**src/design/nnrs_pkg.sv**
```systemverilog
package nnrs_pkg;

  // default image store geometry
  localparam int DEF_MAX_SOURCE_WIDTH  = 128;
  localparam int DEF_MAX_SOURCE_HEIGHT = 128;

  // destination sizes above this act as this value
  localparam int MAX_DEST_DIM = 4095;

  // field and register widths
  localparam int SIZE_W  = 8;
  localparam int DIM_W   = 12;
  localparam int COORD_W = 12;
  localparam int PIX_W   = 32;
  localparam int CFG_W   = 12;
  localparam int CFG_IDX_W = 2;

  // divider geometry: quotient is always below the source size
  localparam int PROD_W = COORD_W + SIZE_W;
  localparam int QUO_W  = SIZE_W;
  localparam int CNT_W  = $clog2(QUO_W);

  // register indexes
  localparam logic [CFG_IDX_W-1:0] REG_SRC_WIDTH  = 2'd0;
  localparam logic [CFG_IDX_W-1:0] REG_SRC_HEIGHT = 2'd1;
  localparam logic [CFG_IDX_W-1:0] REG_DST_WIDTH  = 2'd2;
  localparam logic [CFG_IDX_W-1:0] REG_DST_HEIGHT = 2'd3;

  // item kinds
  localparam logic KIND_LOAD    = 1'b0;
  localparam logic KIND_REQUEST = 1'b1;

  typedef struct packed {
    logic capture;    // latch accepted transaction
    logic store_wr;   // write loaded pixel to the store
    logic div_load;   // multiply and seed the divider
    logic div_step;   // one restoring step
    logic div_save;   // keep clamped quotient
    logic sel_y;      // row pass when set, column pass otherwise
    logic rd_en;      // read the store
    logic out_load;   // fill the output register
  } cmd_t;

  typedef struct packed {
    logic kind_req;
    logic load_ok;
    logic req_oor;
    logic out_free;
  } status_t;

endpackage

```
**src/design/nnrs_ctrl.sv**
```systemverilog
module nnrs_ctrl (
  input  logic              clk_i,
  input  logic              rst_ni,
  input  logic              in_valid_i,
  output logic              in_ready_o,
  input  nnrs_pkg::status_t st_i,
  output nnrs_pkg::cmd_t    cmd_o
);

  localparam int ST_W = 3;
  localparam logic [ST_W-1:0] S_IDLE   = 3'd0;
  localparam logic [ST_W-1:0] S_DECODE = 3'd1;
  localparam logic [ST_W-1:0] S_MUL    = 3'd2;
  localparam logic [ST_W-1:0] S_DIV    = 3'd3;
  localparam logic [ST_W-1:0] S_SAVE   = 3'd4;
  localparam logic [ST_W-1:0] S_READ   = 3'd5;
  localparam logic [ST_W-1:0] S_RESULT = 3'd6;

  localparam int CNT_W = nnrs_pkg::CNT_W;
  localparam logic [CNT_W-1:0] CNT_LAST = CNT_W'(nnrs_pkg::QUO_W - 1);

  logic [ST_W-1:0]  state_q, state_d;
  logic [CNT_W-1:0] cnt_q, cnt_d;
  logic             pass_y_q, pass_y_d;

  always_comb begin
    state_d  = state_q;
    cnt_d    = cnt_q;
    pass_y_d = pass_y_q;
    cmd_o    = '0;
    cmd_o.sel_y = pass_y_q;
    in_ready_o  = 1'b0;

    case (state_q)
      S_IDLE: begin
        in_ready_o = 1'b1;
        if (in_valid_i) begin
          cmd_o.capture = 1'b1;
          state_d = S_DECODE;
        end
      end
      S_DECODE: begin
        pass_y_d = 1'b0;
        if (!st_i.kind_req) begin
          cmd_o.store_wr = st_i.load_ok;
          state_d = S_IDLE;
        end else if (st_i.req_oor) begin
          state_d = S_RESULT;
        end else begin
          state_d = S_MUL;
        end
      end
      S_MUL: begin
        cmd_o.div_load = 1'b1;
        cnt_d = '0;
        state_d = S_DIV;
      end
      S_DIV: begin
        cmd_o.div_step = 1'b1;
        cnt_d = cnt_q + CNT_W'(1);
        if (cnt_q == CNT_LAST) begin
          state_d = S_SAVE;
        end
      end
      S_SAVE: begin
        cmd_o.div_save = 1'b1;
        if (pass_y_q) begin
          state_d = S_READ;
        end else begin
          pass_y_d = 1'b1;
          state_d  = S_MUL;
        end
      end
      S_READ: begin
        cmd_o.rd_en = 1'b1;
        state_d = S_RESULT;
      end
      S_RESULT: begin
        if (st_i.out_free) begin
          cmd_o.out_load = 1'b1;
          state_d = S_IDLE;
        end
      end
      default: begin
        state_d = S_IDLE;
      end
    endcase
  end

  always_ff @(posedge clk_i or negedge rst_ni) begin
    if (!rst_ni) begin
      state_q  <= S_IDLE;
      cnt_q    <= '0;
      pass_y_q <= 1'b0;
    end else begin
      state_q  <= state_d;
      cnt_q    <= cnt_d;
      pass_y_q <= pass_y_d;
    end
  end

  out_load_needs_free_slot: assert property (@(posedge clk_i) disable iff (!rst_ni)
    cmd_o.out_load |-> st_i.out_free)
    else $error("result written over a pending result");

  store_write_only_for_loads: assert property (@(posedge clk_i) disable iff (!rst_ni)
    cmd_o.store_wr |-> !st_i.kind_req && st_i.load_ok)
    else $error("store written by a request");

  divide_takes_full_steps: assert property (@(posedge clk_i) disable iff (!rst_ni)
    (state_q == S_MUL) |-> ##9 (state_q == S_SAVE))
    else $error("divider pass ended early or late");

endmodule

```
**config.mk**
```make
export PLATFORM = sky130hd
export DESIGN_NAME = nnrs_ctrl
export DESIGN_NICKNAME = d
export VERILOG_FILES = /design/src/design/nnrs_pkg.sv /design/src/design/nnrs_ctrl.sv
export SDC_FILE = /design/constraint.sdc
export NUM_CORES = 1
export LEC_CHECK = 0
export BUFFER_PORTS_ARGS = -buffer_cell sky130_fd_sc_hd__buf_2
export CAP_MARGIN = 20
export CORE_MARGIN = 2
export CORE_UTILIZATION = 30
export DETAILED_ROUTE_END_ITERATION = 8
export PLACE_DENSITY = 0.51
export SKIP_CTS_REPAIR_TIMING = 1
export SLEW_MARGIN = 10
export SYNTH_ARGS = -nofsm -noshare
export SYNTH_HDL_FRONTEND = slang
export SYNTH_SLANG_ARGS = --single-unit
export TNS_END_PERCENT = 20
```
**constraint.sdc**
```tcl
create_clock -name clk_i -period 2.25 [get_ports clk_i]
set_input_delay 0.1125 -clock clk_i [delete_from_list [all_inputs] [get_ports clk_i]]
set_output_delay 0.1125 -clock clk_i [all_outputs]
set_load 0.05 [all_outputs]
```
* Word level (Yosys, flattened, before mapping)
Cells that the tools add are included.
Word-level totals: register bits after elaboration 7, bits in latches 0, RAM bits 0, bits in read-only memories 0, input bits 7, output and inout bits 9, word-level logic and storage cells 38, memories kept 0
Cells by class: add/sub/neg operators 1, multiply operators 0, div/mod/pow operators 0, order comparisons 0, eq/ne operators 10, shift operators 0, mux-type cells 20, bitwise operators 0, reduce and logical (&&, ||, !) cells 4
Operators by type and width (count):
- $pmux 3 s7 | 1
- $mux 3 | 6
- $eq 3x3->1 const B | 4
- $mux 1 | 11
- $eq 3x2->1 const B | 2
- $ne 2x2->1 const B | 3
- $pmux 3 s2 | 1
- $reduce_bool 2->1 | 2
- $add 3x1->3 const B | 1
- $eq 3x1->1 const B | 1
- $logic_not 3->1 | 1
- $reduce_and 3->1 | 1
- $pmux 1 s2 | 1

* Logic depth before layout (Yosys ltp)
depth in word-level cells 3, mapped depth 4, mapped depth without buffers 4

* Worst setup path before layout
OpenSTA, ideal clock, no wires.
path kind register to output, start reg state_q[2], end out cmd_o[6] in the netlist's numbering, arrival 2.215 ns, data required time 2.138 ns, path slack -0.077 ns, stages on the path, launching flop included 3, path buffers 1, path through dfrtp_1 > buf_4 > nor4b_1
RTL lines:
- from (decl) | line nnrs_ctrl.sv:22 | logic [ST_W-1:0] state_q, state_d;
- from (signal assigned) | line nnrs_ctrl.sv:96 | state_q <= state_d;
- to (decl) | line nnrs_ctrl.sv:7 | output nnrs_pkg::cmd_t cmd_o

==> out/metrics.yaml <==
critical_path:
  cp-start-kind: "register"
  worstSetupPathDepth: 3
  reg2reg_depth: 3
  required_ps: 2140
  worst-path-max-fanout: 12
  regToRegEndpoint: "state_q[2]"
  cpMaxStageDelayCell: "dfrtp_1"
  path_class: "register to primary output"
  cp-end-kind: "primary output"
  cp_top_family: "flip-flops"
  slowest_delay_ps: 500
  worstPathArrival_ps: 1540
  rrSetupSlack_ps: 890
  critPathBufInv: 1
  crit_chain: "nand2b_1 -> nor4b_2 -> buf_2"
  r2r-start: "state_q[1]"
cells_and_area:
  num_antenna_cells: 0
  drive_gt1_share_pct: 36.4
  fin_cells: 82
  final_common_cell: "buf_2"
  nNetsFinal: 76
  multiInputGateArea_um2: 243
  areaGrowthSynthToFinish_pct: 21.4
  fillers: 176
  design_area_um2: 561
  mostFrequentLayoutCells: "15 x buf_2, 7 x dfrtp_1, 4 x nor2_1, 4 x nand2_1, 3 x clkbuf_4"
  seqCellArea_um2: 175
synthesis:
  synth_top_area_share_pct: 37.9
  yosysTopAreaCell: "dfrtp_1"
  synth_area_um2: 462
  ys_warn_count: 0
  avgSynthCellArea_um2: 9.05
  synth.area.top_cells: "dfrtp_1 38%, ha_1 5.4%, buf_4 4.9%, nor3_2 4.3%, nand2_1 3.3%"
  syn-num-nets: 60
  synth-seq-area-share_pct: 37.9
  synth_cell_type_count: 28
  synthCells: 51
  synth_seq_cells: 7
routing:
  ant_nets: 0
  avgRoutedWirePerCell_um: 10.5
  wl_um: 862
  initialDrtViolationCount: 11
  vias_per_cell: 4.82
  vias: 395
  drtPass1Iterations: 2
  route.detailed.drc: 0
grt:
  antenna_found_initial: 0
  grt_use_total_pct: 11.9
  grt_pass1_wl_um: 1590
  grt_pass1_vias: 354
  grt_max_degree: 14
  grt_overflow: 0
die:
  fp-row-count: 14
  core_um2: 1470
  die-height_um: 43.2
  ios: 16
  die_width_um: 43.2
  start_util_pct: 31.4
  die-area_um2: 1870
placement:
  place_ws_ps: 859
  placed_cells: 77
  place.gp.congestion: 0.730
  portBuffers: 15
  hpwl_um: 685
  postPlaceCellArea_um2: 524
sta:
  finalCritPeriodShare_pct: 73.3
  rsz0062_at_grt: "no"
  maxSlewViolCount: 0
  fmax_mhz: 606
  tns_ps: 0
  worst_pin_slew_ps: 395
  setup_slack_ps: 600
  final-hold-violation-count: 0
  setup-violations-final: 0
  clock_skew_ps: 0.747
  min_period_ps: 1650
  slew_headroom_pct: 73.7
outcome:
  status: "complete, no violations"
clock_network:
  cts-root-buf: "clkbuf_4"
  cts.htree.levels: 1
  clockBufferDepth: 2
  cts.sinks: 7
  insertion_delay_ps: 250
  tritoncts: "built"
  numCtsBuffers: 3
  clk_pin_slew_ps: 50
run:
  maxCapViolCount: 0
power:
  p_leak_nw: 0.280
  p_per_area_nw_per_um2: 1350
  peakVddDrop_mv: 0.545
worst_hold_path:
  hold_class: "primary input to asynchronous set/reset pin"
==> report_power, final <==
| group | switching, mW | total (mW) | internal (mW) |
|---|---|---|---|
| registers | 0.0832 | 0.263 | 0.180 |
| clock network | 0.0451 | 0.113 | 0.0676 |
| logic | 0.234 | 0.384 | 0.150 |
==> layer usage <==
metal,wire [um],up-vias,track usage (%)
met5,0,-,0
met4,0,0,3.64
met3,49,0,6.81
met2,418,9,17.0
met1,395,179,14.9
li1,-,207,-
==> worst max-delay path by stage <==
| stage | from | end | slack, ps |
|---|---|---|---|
| after floorplan | state_q[1] | cmd_o[7] | 390 |
| after global placement | state_q[1] | cmd_o[6] | 870 |
| after detailed placement | state_q[1] | cmd_o[6] | 860 |
| after CTS | state_q[1] | cmd_o[6] | 580 |
| after global routing | state_q[1] | cmd_o[6] | 480 |
| final | state_q[1] | cmd_o[6] | 600 |
==> registers in the layout, summed over array words and instances, names as in the netlist <==
name / flops
cnt_q: 3
state_q: 3
pass_y_q: 1
==> area by class of cell <==
class                      instances  share of cell area, %
clock buffer                       4                   4.69
inverter                           3                   2.01
timing repair buffer              16                   15.2
multi-input combinational         36                   43.3
tap                               16                   3.57
sequential                         7                   31.2
==> cell families (layout without fill, tap and decap cells) <==
| group | count (synthesis) | in the layout | share of synthesized area (%) |
|---|---|---|---|
| compound gates | 12 | 12 | 17.1 |
| fa+ha+maj | 2 | 2 | 5.42 |
| buf+inv | 8 | 23 | 10.8 |
| flops | 7 | 7 | 37.9 |
| mux | 1 | 1 | 2.44 |
| simple gates | 21 | 21 | 26.3 |
==> Yosys cell counts (all sizes together) <==
library cell	number
inv	3
o211ai	1
nand3b	1
and2	2
ha	2
nand2	4
a21oi	1
o21a	1
nor2b	2
nand2b	2
o22ai	2
o21ai	4
nor3	3
nor2	4
a22o	1
dfrtp	7
a221o	1
a21o	1
mux2	1
nand3	2
nor4b	1
buf	5
==> stage by stage <==
step                utilization (%)  power (mW)  hold slack (ps)
detailed placement             35.6       0.656            -41.9
global placement               35.6       0.656            -45.5
CTS                            37.4       0.774             -317
global route                   38.1       0.842              226
finish                         38.1       0.759              224
floorplan                         -       0.606             -183
(Power assumes the default switching activity.)
